[config.mk]
export PLATFORM = sky130hd
export DESIGN_NAME = delta_run_bit_packer_core_flat
export DESIGN_NICKNAME = d
export VERILOG_FILES = /design/src/sv/dbp_pkg.sv /design/src/sv/dbp_ifs.sv /design/src/sv/delta_run_bit_packer_core.sv /design/src/sv/dbp_encoder.sv /design/src/sv/dbp_out_buf.sv /design/src/flat_wrapper.sv
export SDC_FILE = /design/constraint.sdc
export NUM_CORES = 1
export LEC_CHECK = 0
export ABC_AREA = 1
export BUFFER_PORTS_ARGS = -buffer_cell sky130_fd_sc_hd__buf_2
export CAP_MARGIN = 20
export CORE_MARGIN = 2
export CORE_UTILIZATION = 40
export CTS_CLUSTER_DIAMETER = 200
export CTS_CLUSTER_SIZE = 25
export DETAILED_ROUTE_END_ITERATION = 7
export HOLD_SLACK_MARGIN = 0.02
export PLACE_DENSITY = 0.6
export SYNTH_ARGS = -nofsm -noshare
export SYNTH_HDL_FRONTEND = slang
export SYNTH_SLANG_ARGS = --single-unit
[constraint.sdc]
create_clock -name i_clk -period 8 [get_ports i_clk]
set_clock_uncertainty 0.05 [all_clocks]
set_input_delay 0.8 -clock i_clk [delete_from_list [all_inputs] [get_ports i_clk]]
set_output_delay 0.8 -clock i_clk [all_outputs]
set_load 0.02 [all_outputs]
[src/sv/dbp_pkg.sv]
// Package for the delta/run bit packer: code prefixes, class limits and
// the encoder-to-output-buffer result type. No dependencies.
`timescale 1ns / 1ps

package dbp_pkg;

    // Magnitude limits of the four difference classes
    localparam logic [7:0] CLASS_LIMIT [4] = '{8'd2, 8'd6, 8'd14, 8'd30};

    // Two-bit code prefixes
    localparam logic [1:0] DIFF_PREFIX = 2'b00;
    localparam logic [1:0] RUN_PREFIX  = 2'b01;
    localparam logic [1:0] ABS_PREFIX  = 2'b10;
    localparam logic [1:0] END_CODE    = 2'b11;

    // Longest run held before a run code goes out (8 - 1)
    localparam logic [2:0] RUN_FULL = 3'd7;

    // Bit window built per sample: up to 7 held + 5 + 11 + 2 bits
    localparam int ACC_W = 32;

    typedef struct packed {
        logic [ACC_W-1:0] bytes;   // finished bytes, earliest in the top byte
        logic [2:0]       count;   // number of finished bytes (0..4)
        logic             last;    // block ends with the final byte
    } t_enc_result;

endpackage

[src/sv/dbp_ifs.sv]
// Valid/ready channel interfaces for sample input and packed byte output.
// No dependencies.
`timescale 1ns / 1ps

interface dbp_in_if;
    logic       valid;
    logic       ready;
    logic [7:0] sample;
    logic       final_sample;

    modport source (output valid, output sample, output final_sample, input ready);
    modport sink   (input valid, input sample, input final_sample, output ready);
endinterface

interface dbp_out_if;
    logic       valid;
    logic       ready;
    logic [7:0] out_byte;
    logic       out_last;

    modport source (output valid, output out_byte, output out_last, input ready);
    modport sink   (input valid, input out_byte, input out_last, output ready);
endinterface

[src/sv/delta_run_bit_packer_core.sv]
// Delta / zero-run / variable-length bit packer, top level.
// Path: input stage register, combinational encoder, result register.
// Throughput: one sample per cycle while each sample finishes at most one
// byte and output is ready; extra bytes hold the encoder until they drain.
// Reset: synchronous active-low i_rst_n empties both stages and restarts
// the block, so the next sample goes out raw.
`timescale 1ns / 1ps

module delta_run_bit_packer_core (
    input  logic      i_clk,
    input  logic      i_rst_n,
    dbp_in_if.sink    i_in,
    dbp_out_if.source o_out
);
    import dbp_pkg::*;

    // Input stage: one sample word held for the encoder
    logic       r_in_valid;
    logic [7:0] r_sample;
    logic       r_final;

    logic        fire;
    logic        can_load;
    t_enc_result enc_result;

    // Encoder consumes the held word once the output buffer can take
    // its bytes (empty, or draining its last byte this cycle).
    assign fire       = r_in_valid && can_load;
    assign i_in.ready = !r_in_valid || fire;

    always_ff @(posedge i_clk) begin
        if (!i_rst_n) begin
            r_in_valid <= 1'b0;
        end else if (i_in.valid && i_in.ready) begin
            r_in_valid <= 1'b1;
        end else if (fire) begin
            r_in_valid <= 1'b0;
        end
    end

    always_ff @(posedge i_clk) begin
        if (i_in.valid && i_in.ready) begin
            r_sample <= i_in.sample;
            r_final  <= i_in.final_sample;
        end
    end

    // Coding, bit merge and byte split in one pass
    dbp_encoder u_encoder (
        .i_clk    (i_clk),
        .i_rst_n  (i_rst_n),
        .i_fire   (fire),
        .i_sample (r_sample),
        .i_final  (r_final),
        .o_result (enc_result)
    );

    // Result register: finished bytes leave one word per cycle while ready is high
    dbp_out_buf u_out_buf (
        .i_clk      (i_clk),
        .i_rst_n    (i_rst_n),
        .i_load     (fire),
        .i_result   (enc_result),
        .i_ready    (o_out.ready),
        .o_valid    (o_out.valid),
        .o_byte     (o_out.out_byte),
        .o_last     (o_out.out_last),
        .o_can_load (can_load)
    );

endmodule

[src/sv/dbp_encoder.sv]
// Encoder: codes one registered sample into bits, merges them with the
// partial byte and returns finished bytes. Depends on dbp_pkg.
`timescale 1ns / 1ps

module dbp_encoder (
    input  logic                 i_clk,
    input  logic                 i_rst_n,
    input  logic                 i_fire,
    input  logic [7:0]           i_sample,
    input  logic                 i_final,
    output dbp_pkg::t_enc_result o_result
);
    import dbp_pkg::*;

    logic [7:0] r_prev,  n_prev;
    logic       r_first, n_first;
    logic [2:0] r_run,   n_run;
    logic [7:0] r_pack,  n_pack;
    logic [2:0] r_fill,  n_fill;

    logic        neg, is_zero, big;
    logic [7:0]  mag;
    logic [1:0]  cls;
    logic [2:0]  nbits;
    logic [5:0]  code6;
    logic [4:0]  code5;
    logic        a_en;
    logic [4:0]  a_seg;
    logic [10:0] b_seg;
    logic [3:0]  b_len;
    logic [1:0]  c_seg;
    logic [4:0]  pos_b, pos_c, total;
    logic [5:0]  total_rnd;
    logic [ACC_W-1:0] acc;

    always_comb begin
        neg     = i_sample < r_prev;
        is_zero = i_sample == r_prev;
        mag     = neg ? (r_prev - i_sample) : (i_sample - r_prev);
        big     = mag > CLASS_LIMIT[3];

        if (mag <= CLASS_LIMIT[0]) begin
            cls = 2'd0;
        end else if (mag <= CLASS_LIMIT[1]) begin
            cls = 2'd1;
        end else if (mag <= CLASS_LIMIT[2]) begin
            cls = 2'd2;
        end else begin
            cls = 2'd3;
        end
        nbits = {1'b0, cls} + 3'd2;

        // negative: 2^n - 2 - |d|, positive: |d| + 1
        code6 = neg ? ((6'd1 << nbits) - 6'd2 - mag[5:0]) : (mag[5:0] + 6'd1);
        code5 = code6[4:0] << (2'd3 - cls);

        // run code: held run ends or fills up
        a_en  = !r_first && ((is_zero && (r_run == RUN_FULL || i_final)) ||
                             (!is_zero && r_run != 3'd0));
        a_seg = a_en ? {RUN_PREFIX, (is_zero ? r_run : r_run - 3'd1)} : 5'd0;

        // raw byte, difference code, absolute code or nothing
        if (r_first) begin
            b_seg = {i_sample, 3'b000};
            b_len = 4'd8;
        end else if (is_zero) begin
            b_seg = 11'd0;
            b_len = 4'd0;
        end else if (big) begin
            b_seg = {ABS_PREFIX, neg, mag};
            b_len = 4'd11;
        end else begin
            b_seg = {DIFF_PREFIX, cls, code5, 2'b00};
            b_len = {2'b00, cls} + 4'd6;
        end

        c_seg = i_final ? END_CODE : 2'b00;

        pos_b = {2'b00, r_fill} + (a_en ? 5'd5 : 5'd0);
        pos_c = pos_b + {1'b0, b_len};
        total = pos_c + (i_final ? 5'd2 : 5'd0);

        acc = {r_pack, 24'd0}
            | ({a_seg, 27'd0} >> r_fill)
            | ({b_seg, 21'd0} >> pos_b)
            | ({c_seg, 30'd0} >> pos_c);

        total_rnd = {1'b0, total} + 6'd7;

        o_result.bytes = acc;
        o_result.count = i_final ? total_rnd[5:3] : {1'b0, total[4:3]};
        o_result.last  = i_final;

        case (total[4:3])
            2'd0:    n_pack = acc[31:24];
            2'd1:    n_pack = acc[23:16];
            2'd2:    n_pack = acc[15:8];
            default: n_pack = acc[7:0];
        endcase
        n_fill  = total[2:0];
        n_prev  = i_sample;
        n_first = 1'b0;
        if (r_first || !is_zero || a_en) begin
            n_run = 3'd0;
        end else begin
            n_run = r_run + 3'd1;
        end
    end

    always_ff @(posedge i_clk) begin
        if (!i_rst_n) begin
            r_prev  <= 8'd0;
            r_first <= 1'b1;
            r_run   <= 3'd0;
            r_pack  <= 8'd0;
            r_fill  <= 3'd0;
        end else if (i_fire) begin
            if (i_final) begin
                r_prev  <= 8'd0;
                r_first <= 1'b1;
                r_run   <= 3'd0;
                r_pack  <= 8'd0;
                r_fill  <= 3'd0;
            end else begin
                r_prev  <= n_prev;
                r_first <= n_first;
                r_run   <= n_run;
                r_pack  <= n_pack;
                r_fill  <= n_fill;
            end
        end
    end

endmodule

[src/sv/dbp_out_buf.sv]
// Output buffer: holds up to four finished bytes and shifts them out one
// word per handshake. Depends on dbp_pkg.
`timescale 1ns / 1ps

module dbp_out_buf (
    input  logic                 i_clk,
    input  logic                 i_rst_n,
    input  logic                 i_load,
    input  dbp_pkg::t_enc_result i_result,
    input  logic                 i_ready,
    output logic                 o_valid,
    output logic [7:0]           o_byte,
    output logic                 o_last,
    output logic                 o_can_load
);
    import dbp_pkg::*;

    logic [ACC_W-1:0] r_buf;
    logic [2:0]       r_cnt;
    logic             r_last;
    logic             pop;

    assign o_valid    = r_cnt != 3'd0;
    assign o_byte     = r_buf[ACC_W-1 -: 8];
    assign o_last     = r_last && r_cnt == 3'd1;
    assign pop        = o_valid && i_ready;
    assign o_can_load = r_cnt == 3'd0 || (r_cnt == 3'd1 && pop);

    always_ff @(posedge i_clk) begin
        if (!i_rst_n) begin
            r_cnt  <= 3'd0;
            r_last <= 1'b0;
        end else if (i_load) begin
            r_cnt  <= i_result.count;
            r_last <= i_result.last;
        end else if (pop) begin
            r_cnt  <= r_cnt - 3'd1;
        end
    end

    always_ff @(posedge i_clk) begin
        if (i_load) begin
            r_buf <= i_result.bytes;
        end else if (pop) begin
            r_buf <= {r_buf[ACC_W-9:0], 8'd0};
        end
    end

endmodule

[src/flat_wrapper.sv]
// flat-port wrapper written by rule: the top's interface ports become plain ports
module delta_run_bit_packer_core_flat import dbp_pkg::*;
  (i_clk, i_rst_n, i_in_valid, i_in_sample, i_in_final_sample, i_in_ready, o_out_valid, o_out_out_byte, o_out_out_last, o_out_ready);
  dbp_in_if i_in_i ();
  dbp_out_if o_out_i ();
  input  logic i_clk;
  input  logic i_rst_n;
  input wire logic [$bits(i_in_i.valid)-1:0] i_in_valid;
  input wire logic [$bits(i_in_i.sample)-1:0] i_in_sample;
  input wire logic [$bits(i_in_i.final_sample)-1:0] i_in_final_sample;
  output wire logic [$bits(i_in_i.ready)-1:0] i_in_ready;
  output wire logic [$bits(o_out_i.valid)-1:0] o_out_valid;
  output wire logic [$bits(o_out_i.out_byte)-1:0] o_out_out_byte;
  output wire logic [$bits(o_out_i.out_last)-1:0] o_out_out_last;
  input wire logic [$bits(o_out_i.ready)-1:0] o_out_ready;
  assign i_in_i.valid = i_in_valid;
  assign i_in_i.sample = i_in_sample;
  assign i_in_i.final_sample = i_in_final_sample;
  assign i_in_ready = i_in_i.ready;
  assign o_out_valid = o_out_i.valid;
  assign o_out_out_byte = o_out_i.out_byte;
  assign o_out_out_last = o_out_i.out_last;
  assign o_out_i.ready = o_out_ready;
  delta_run_bit_packer_core u_core (.i_clk(i_clk), .i_rst_n(i_rst_n), .i_in(i_in_i), .o_out(o_out_i));
endmodule
### Word-level counts from Yosys, hierarchy flattened

Cells that the tools add are included.

| storage, ports and cells | value |
|---|---|
| bits in registers | 69 |
| latch bits | 0 |
| RAM bits | 0 |
| memory bits (read-only) | 0 |
| input bits | 13 |
| word-level logic and storage cells | 97 |
| memories kept | 0 |

| cells by class | value |
|---|---|
| add/subtract/negate cells | 15 |
| multiply operators | 0 |
| divide/modulo/power cells | 0 |
| $lt $le $gt $ge | 5 |
| equal/unequal tests | 5 |
| shifts and indexed selects | 5 |
| mux-type cells | 30 |
| bitwise logic cells | 3 |
| reduce and logical (&&, ||, !) cells | 23 |

Operator list:

| cell | count |
|---|---|
| $or 32x32->32 | 3 |
| $mux 32 | 2 |
| $mux 11 | 3 |
| $shr 31x3->32 | 1 |
| $shr 32x4->32 | 1 |
| $shr 32x5->32 | 1 |
| $mux 3 | 8 |
| $mux 8 | 3 |
| $pmux 8 s3 | 1 |
| $mux 4 | 4 |
| $sub 8x8->8 | 2 |
| $eq 8x8->1 | 1 |
| $gt 8x5->1 const B | 1 |
| $le 8x2->1 const B | 1 |
| $le 8x3->1 const B | 1 |
| $le 8x4->1 const B | 1 |
| $logic_and 1x1->1 | 8 |
| $lt 8x8->1 | 1 |
| $mux 2 | 4 |
| $add 5x3->6 const B | 1 |
| $logic_or 1x1->1 | 6 |
| $reduce_bool 3->1 | 2 |
| $sub 3x1->3 const B | 2 |
| $add 4x4->5 | 1 |
| 21 further kinds | 27 |

### Depth between registers and ports, before layout

Gate-level depths: netlist (run 1).

| logic depth | value |
|---|---|
| depth after elaboration | 20 |
| mapped depth | 40 |
| mapped depth without buffers | 39 |

### Hierarchy

From an unflattened synthesis (run 1), not the netlist that was laid out.

| second synthesis, totals | value |
|---|---|
| cells, all modules | 982 |
| area total of the unflattened synthesis | 6468.7 sq um |

By module, submodules not included:

| module | instances | cells each | area an instance (sq um) | sequential area each (sq um) |
|---|---|---|---|---|
| dbp_encoder | 1 | 789 | 4461.8 | 460.4 |
| dbp_out_buf | 1 | 175 | 1677.9 | 1041.0 |
| delta_run_bit_packer_core | 1 | 18 | 329.1 | 290.3 |

### Worst setup path before layout (run 1)

Ideal clock, no wire load.

| path | value |
|---|---|
| path type | reg-to-reg |
| from | register u_core.r_sample[5] |
| to | register u_core.u_out_buf.r_cnt[1] |
| setup time | 128 ps |
| arrival | 5760 ps |
| setup slack | 2062 ps |
| stages on the path, launching flop included | 30 |
| buffers on the path | 3 |
| clock period less this slack | 5938 ps |
| cell sequence | edfxtp_1 > ha_1 > nand2_2 > nor4_2 > inv_1 > nor3_1 > inv_1 > nand2_1 > inv_1 > ha_1 > ha_1 > xnor2_1 > clkinv_1 > clkbuf_1 > ha_1 > a21oi_1 > inv_1 > or2_2 > nand2_1 > inv_1 > clkbuf_1 > clkbuf_1 > ha_1 > inv_1 > nor2_1 > nand3_1 > nand3_1 > o21ai_0 > a21oi_1 > nor2_1 |

| between the ends | value |
|---|---|
| longest elaborated chain between the ends | 15 |
| elaborated cells on any way between the ends | 28 |
| those cells by class | 7 x add/sub; 5 x order compare; 1 x eq/ne; 10 x mux; 5 x reduce/logical |

RTL lines:

| what | RTL line | RTL |
|---|---|---|
| start: declaration | delta_run_bit_packer_core.sv:19 | `logic [7:0] r_sample;` |
| start signal: assignment | delta_run_bit_packer_core.sv:43 | `r_sample <= i_in.sample;` |
| $sub 8x8->8 or $lt 8x8->1 (tied branches) | dbp_encoder.sv:39, dbp_encoder.sv:37 |  |
| $mux 8 | dbp_encoder.sv:39 | `mag = neg ? (r_prev - i_sample) : (i_sample - r_prev);` |
| $le 8x4->1 | dbp_encoder.sv:46 | `end else if (mag <= CLASS_LIMIT[2]) begin` |
| $mux 1 | dbp_encoder.sv:46 |  |
| $mux 2 | dbp_encoder.sv:44 | `end else if (mag <= CLASS_LIMIT[1]) begin` |
| $mux 2 | dbp_encoder.sv:42 | `if (mag <= CLASS_LIMIT[0]) begin` |
| $add 2x3->4 | dbp_encoder.sv:74 | `b_len = {2'b00, cls} + 4'd6;` |
| $mux 4 | dbp_encoder.sv:69 | `end else if (big) begin` |
| $mux 4 | dbp_encoder.sv:66 | `end else if (is_zero) begin` |
| $mux 4 | dbp_encoder.sv:63 | `if (r_first) begin` |
| $add 4x4->5 (*) | dbp_encoder.sv:80 | `pos_c = pos_b + {1'b0, b_len};` |
| $add 5x2->5 (*) | dbp_encoder.sv:81 | `total = pos_c + (i_final ? 5'd2 : 5'd0);` |
| $add 5x3->6 | dbp_encoder.sv:88 | `total_rnd = {1'b0, total} + 6'd7;` |
| $mux 3 (*) | dbp_encoder.sv:91 | `o_result.count = i_final ? total_rnd[5:3] : {1'b0, total[4:3]};` |
| $mux 3 (*) | dbp_out_buf.sv:33 | `end else if (i_load) begin` |
| end signal: assignment | dbp_out_buf.sv:34 | `r_cnt <= i_result.count;` |
| end signal: assignment | dbp_out_buf.sv:37 | `r_cnt <= r_cnt - 3'd1;` |
| end: declaration | dbp_out_buf.sv:19 | `logic [2:0] r_cnt;` |

Every way passes the cells marked *; elsewhere a longest branch is shown, timed or not.
A chain may end at the register's enable or synchronous reset.

### Final worst setup path (run 1)

Same ends and word-level chain as after synthesis.

==> results.md, run 1 <==
- Yosys warns: 0
- Slew Viols, Final: 0
- Final hold vios: 0
- GRT Util Overall: 0.218
- Avg Vias per Cell: 5.16
- IO Pins: 24
- CP Data Arrival Time: 7.03 ns
- FF+latch area: 1790 µm²
- Worst skew pair latency: 0.34 ns
- PD cells: 297 nW/µm²
- DPL Wire Length: 13.2 mm
- Core area: 15300 µm²
- Post-synth ARST share: 0
- Finished Layout Cells: 1146
- Worst Hold Class: register to register
- Postcts setup bufs: 0
- Top-count cell post-synth: nand2_1
- Gpl congestion: 0.937
- Worst-path fanout max: 19
- H-tree depth: 3
- Number of max-cap violations: 0
- Sequential fraction of the synthesis area: 0.287
- # fillers: 1616
- CP Capture Type: register
- First-pass GRT wire length: 28.4 mm
- Post-synthesis instance area: 6250 µm²
- Setup TNS: 0 ns
- Total die area: 16600 µm²
- Worst slew margin: 0.310
- Synth Flop Type: edfxtp_1
- Type of origin of the critical path: register
- Multi-input logic area: 3830 µm²
- Nets: 991
- Number of synthesized flops with an enable pin: 41
- Leakage: 3.03 nW
- Tmin final: 6.90 ns
- Initial antenna violation count: 0
- Root buffer cell: clkbuf_16
- Synth top area cells: edfxtp_1 20%, nand2_1 15%, nand3_1 11%, dfxtp_1 9.0%, ha_1 8.8%
- WHS: 0.418 ns
- Initial DRC count: 601
- #FFs+latches synth: 69
- Vias in the first global route: 5502
- Outcome: finished clean
- Mapped Cells: 930
- Total gr overflow: 0
- Post-route ant nets: 0
- Hold_buf cts: 0
- Chip height: 129 µm
- Fmax: 145 MHz
- Clock Path Buffers: 2
- Commonest cells post-synth: 253 x nand2_1, 138 x nand3_1, 102 x inv_1, 71 x nor2_1
- Mapped Nets: 991
- # setup viols final: 0
- Num CTS Buffers: 9
- DRC: 0
- Synth cell types: 51
- Initial core utilization: 0.410
- Die span in x: 129 µm
- Syn avg cell area: 6.72 µm²
- CTS tree: built
- RSZ-0062 raised after global routing: false
- Vias: 5915
- Worst Max-Slew Pin Slew: 1.03 ns
- Layout area overhead: 9.31%
- Data required, critical path: 8.14 ns
- Rows: 45
- Worst vdd ir: 0.000175 V
- Initial DRT Pass Iterations: 6
- Share of post-route cells with drive strength above 1: 0.105
- Reg clk slew, reported paths: 0.06 ns
- Kind of critical path: register to register
- Wire length per cell: 15.1 µm
- CTS Sinks: 69
- Post-route clock period utilization: 0.862
- Placed insts: 1127
- Largest net degree at the start of global routing: 48
- Port buffer count: 23
- Post-synth top area share: 0.197
- Ant diodes: 0
- Post-CTS sizing: 0
- WL final: 17.3 mm
- Yosys top cell by area: edfxtp_1
[area by class of cell]
class                           instances  area share
Clock buffer                           13      0.0383
Clock inverter                          3     0.00623
Multi-Input combinational cell        702       0.560
Sequential cell                        69       0.262
Timing Repair Buffer                   31      0.0300
Tap cell                              211      0.0387
Inverter                              117      0.0643
[critical path, stage by stage, from the launching register on]
cell	delay [ns]
edfxtp_1	0.44
ha_1	0.45
nand2_2	0.14
nor4_2	0.65
inv_1	0.16
nor3_1	0.16
inv_1	0.07
nand2_1	0.12
inv_1	0.09
ha_1	0.20
ha_1	0.19
xnor2_1	0.13
buf_4	0.23
clkinv_1	0.41
ha_1	0.48
a21oi_1	0.16
inv_1	0.06
or2_2	0.27
nand2_1	0.34
inv_1	0.11
ha_1	0.58
inv_1	0.21
nor2_1	0.48
nand3_1	0.17
nand3_1	0.10
o21ai_0	0.08
a21oi_1	0.13
nor2_1	0.05
[where the power goes]
| group | internal (mW) | switching, mW | leakage, nW |
|---|---|---|---|
| clock | 0.260 | 0.152 | 0.147 |
| sequential | 0.540 | 0.0430 | 0.623 |
| combinational | 0.328 | 0.704 | 2.26 |
[per-layer routing]
layer,global-route usage,share of wire
met2,0.324,0.43
met3,0.0395,0.055
met4,0.0633,0.019
met1,0.322,0.50
met5,0,0
[state kept, by name (all words and copies together) (netlist names), 3 cells and up]
| name | cells |
|---|---|
| u_core.u_encoder.r_pack | 8 |
| u_core.u_encoder.r_fill | 3 |
| u_core.u_out_buf.r_buf | 32 |
| u_core.u_encoder.r_run | 3 |
| u_core.r_sample | 8 |
| u_core.u_out_buf.r_cnt | 3 |
| u_core.u_encoder.r_prev | 8 |
[layout by cell type (no fill, tap or decap), types with 5 or more instances in the layout]
cell / n
a21oi_1: 44
a31oi_1: 21
buf_2: 23
buf_4: 5
clkbuf_16: 10
dfxtp_1: 28
edfxtp_1: 41
ha_1: 44
inv_1: 102
inv_2: 12
nand2_1: 253
nand2_2: 15
nand3_1: 138
nand4_1: 8
nor2_1: 69
o211ai_1: 5
o21ai_0: 28
o21ai_1: 8
xnor2_1: 5
xor2_1: 8
[through the flow]
step,setup slack (ns),total power [mW],area (µm²),utilization
after floorplan,2.06,1.37,6250,-
after global placement,1.39,1.59,6470,0.424
after detailed placement,1.15,1.59,6470,0.424
after CTS,1.14,2.01,6780,0.444
after global routing,0.332,2.20,6830,0.448
final,1.10,2.03,6830,0.448
[cell families after synthesis]
group / share of synthesized area
adders and majority gates: 0.101
AOI/OAI and AO/OA: 0.124
xor gates and xnor gates: 0.0182
buffers and inverters: 0.105
DFF: 0.287
muxes: 0.00160
and+or+nand+nor: 0.363
[final timing paths]
path,from,to,slack [ns],cells after the start
max reg2reg,u_core.r_sample[5],u_core.u_out_buf.r_cnt[1],1.10,27
min,u_core.u_encoder.r_prev[7],u_core.u_encoder.r_prev[7],0.42,2
min reg2reg,u_core.u_encoder.r_prev[7],u_core.u_encoder.r_prev[7],0.42,2
max,u_core.r_sample[5],u_core.u_out_buf.r_cnt[1],1.10,27
(Power assumes the default switching activity.)
==> inputs of run 2 (changes only) <==
--- a/config.mk
+++ b/config.mk
@@ -15,6 +15,7 @@
 export DETAILED_ROUTE_END_ITERATION = 7
 export HOLD_SLACK_MARGIN = 0.02
 export PLACE_DENSITY = 0.6
+export REMOVE_ABC_BUFFERS = 1
 export SYNTH_ARGS = -nofsm -noshare
 export SYNTH_HDL_FRONTEND = slang
 export SYNTH_SLANG_ARGS = --single-unit
==> constraint.sdc (replaced) <==
create_clock -name i_clk -period 7.35 [get_ports i_clk]
set_clock_uncertainty 0.05 [all_clocks]
set_input_delay 0.735 -clock i_clk [delete_from_list [all_inputs] [get_ports i_clk]]
set_output_delay 0.735 -clock i_clk [all_outputs]
set_load 0.02 [all_outputs]
==> run 2 against run 1 <==
Effect of this change: register-to-register slack lost 0.23 ns; routed wire length shrank 3.4%; clock power rose by 2%; combinational power grew 7%; global-route usage decreased by 1.0 points; critical endpoint unchanged.
==> results.md, run 2 (synthesis results as in run 1) <==
- Root buffer cell: clkbuf_16 (unchanged)
- FF+latch area: 1790 µm² (unchanged)
- Vias in the first global route: 5509 (was 5502)
- R2R Path Start: u_core.r_sample[2] (was u_core.r_sample[5])
- Most common cell after layout, fill and taps aside: nand2_1 (unchanged)
- # fillers: 1614 (was 1616)
- Worst skew pair latency: 0.33 ns (was 0.34 ns)
- Core area: 15300 µm² (unchanged)
- Initial DRT Pass Iterations: 6 (unchanged)
- Worst slew margin: 0.351 (was 0.310)
- Worst-path fanout max: 20 (was 19)
- Most frequent CP cell: inv_1 (unchanged)
- Final hold vios: 0 (unchanged)
- Largest net degree at the start of global routing: 48 (unchanged)
- Leakage: 3.03 nW (about the same)
- Largest register FFs: 32 (unchanged)
- First-pass GRT wire length: 27.6 mm (was 28.4 mm)
- Reg clk slew, reported paths: 0.06 ns (about the same)
- Reg2reg setup slack: 0.87 ns (was 1.10 ns)
- Clock Path Buffers: 2 (unchanged)
- WHS Endpoint: u_core.u_encoder.r_pack[0] (was u_core.u_encoder.r_prev[7])
- Fmax: 154 MHz (was 145 MHz)
- Post-CTS sizing: 0 (unchanged)
- Chip height: 129 µm (unchanged)
- WL final: 16.7 mm (was 17.3 mm)
- Initial antenna violation count: 0 (unchanged)
- Type of origin of the critical path: register (unchanged)
- Worst Max-Slew Pin Slew: 0.973 ns (was 1.03 ns)
- Terminus of the critical flop-to-flop path: u_core.u_out_buf.r_cnt[1] (unchanged)
- Rows: 45 (unchanged)
- Kind of critical path: register to register (unchanged)
- Placed insts: 1130 (was 1127)
- Number of max-cap violations: 0 (unchanged)
- Tmin final: 6.48 ns (was 6.90 ns)
- Total gr overflow: 0 (unchanged)
- Total power: 2.16 mW (was 2.03 mW)
- # setup viols final: 0 (unchanged)
- Num CTS Buffers: 9 (unchanged)
- Postcts setup bufs: 0 (unchanged)
- Nets: 992 (was 991)
- Post-route clock period utilization: 0.882 (was 0.862)
- PD cells: 317 nW/µm² (was 297 nW/µm²)
- Cell count of the worst hold path: 2 (unchanged)
- Multi-input logic area: 3830 µm² (unchanged)
- Biggest register: u_core.u_out_buf.r_buf (unchanged)
- Share of post-route cells with drive strength above 1: 0.107 (was 0.105)
- Outcome: finished clean (unchanged)
- RSZ-0062 raised after global routing: false (unchanged)
- Setup TNS: 0 ns (unchanged)
- Gpl congestion: 0.914 (was 0.937)
- Dpl ws: 0.978 ns (was 1.15 ns)
- Avg Vias per Cell: 5.21 (was 5.16)
- Commonest cells after routing, fill and taps aside: 253 x nand2_1, 138 x nand3_1, 102 x inv_1, 69 x nor2_1 (unchanged)
- Post-route ant nets: 0 (unchanged)
- DRC: 0 (unchanged)
- WHS: 0.419 ns (was 0.418 ns)
- Die span in x: 129 µm (unchanged)
- H-tree depth: 3 (unchanged)
- CP Data Arrival Time: 6.62 ns (was 7.03 ns)
- Slew Viols, Final: 0 (unchanged)
- Worst vdd ir: 0.000218 V (was 0.000175 V)
- Reg2Reg Depth: 31 (was 27)
- Vias: 5972 (was 5915)
- CTS Sinks: 69 (unchanged)
- IO Pins: 24 (unchanged)
- Port buffer count: 23 (unchanged)
- Finished Layout Cells: 1147 (was 1146)
- CTS tree: built (unchanged)
- Wire length per cell: 14.5 µm (was 15.1 µm)
- Hold_buf cts: 0 (unchanged)
- Total die area: 16600 µm² (unchanged)
- GRT Util Overall: 0.208 (was 0.218)
- CP Capture Type: register (unchanged)
- Ant diodes: 0 (unchanged)
- Crit path largest cell delay: 0.54 ns (was 0.65 ns)
- Slowest cell on crit path: ha_1 (was nor4_2)
- Layout area overhead: 8.97% (was 9.31%)
- Worst Hold Class: register to register (unchanged)
- Initial core utilization: 0.410 (unchanged)
- Initial DRC count: 470 (was 601)
- HP Start: u_core.u_encoder.r_pack[0] (was u_core.u_encoder.r_prev[7])
- Setup ws final: 0.870 ns (was 1.10 ns)
- Data required, critical path: 7.49 ns (was 8.14 ns)
- DPL Wire Length: 12.8 mm (was 13.2 mm)
[run 2: changes by cell type in the layout (fill, tap and decap cells not counted)]
| cell | change |
|---|---|
| buf_12 | -1 |
| buf_4 | +3 |
| bufinv_16 | -1 |
| clkbuf_8 | +2 |
| clkinv_4 | -1 |
| dlymetal6s2s_1 | -1 |
[run 2: routing by layer]
layer	wire (µm)	track usage
met1	8090	0.300
met2	7550	0.329
met3	818	0.0287
met4	212	0.0518
met5	0	0
[run 2: worst max-delay path by stage]
stage                            start                   endpoint  slack, ns  cells after the start
CTS                 u_core.r_sample[2]  u_core.u_out_buf.r_cnt[1]       0.93                     31
global placement    u_core.r_sample[5]  u_core.u_out_buf.r_cnt[1]       1.08                     25
floorplan           u_core.r_sample[5]  u_core.u_out_buf.r_cnt[1]       0.61                     26
finish              u_core.r_sample[2]  u_core.u_out_buf.r_cnt[1]       0.87                     31
detailed placement  u_core.r_sample[2]  u_core.u_out_buf.r_cnt[1]       0.98                     31
global route        u_core.r_sample[2]  u_core.u_out_buf.r_cnt[1]       0.27                     31
[run 2: area by class of cell]
class | instances | share of cell area
Clock buffer | 15 | 0.0424
Tap cell | 211 | 0.0388
Clock inverter | 1 | 0.000551
Inverter | 117 | 0.0645
Sequential cell | 69 | 0.263
Timing Repair Buffer | 32 | 0.0287
Multi-Input combinational cell | 702 | 0.562
[run 2: through the flow]
| step | utilization | cell area [µm²] |
|---|---|---|
| 2_1_floorplan | - | 6030 |
| 3_3_place_gp | 0.426 | 6500 |
| 3_5_place_dp | 0.426 | 6500 |
| 4_1_cts | 0.445 | 6790 |
| 5_1_grt | 0.446 | 6810 |
| 6_report | 0.446 | 6810 |
[run 2: power breakdown]
part           internal [mW]  switching [mW]
Clock                  0.267           0.153
Sequential             0.589          0.0482
Combinational          0.351           0.752
[run 2: worst max-delay path, delay by kind of cell (launching register included)]
family / cells / cell delay [ns]
compound gates: 3 / 0.43
xor+xnor: 1 / 0.13
simple gates: 10 / 2.06
fa+ha+maj: 5 / 1.56
buf+inv: 12 / 1.63
flops: 1 / 0.45
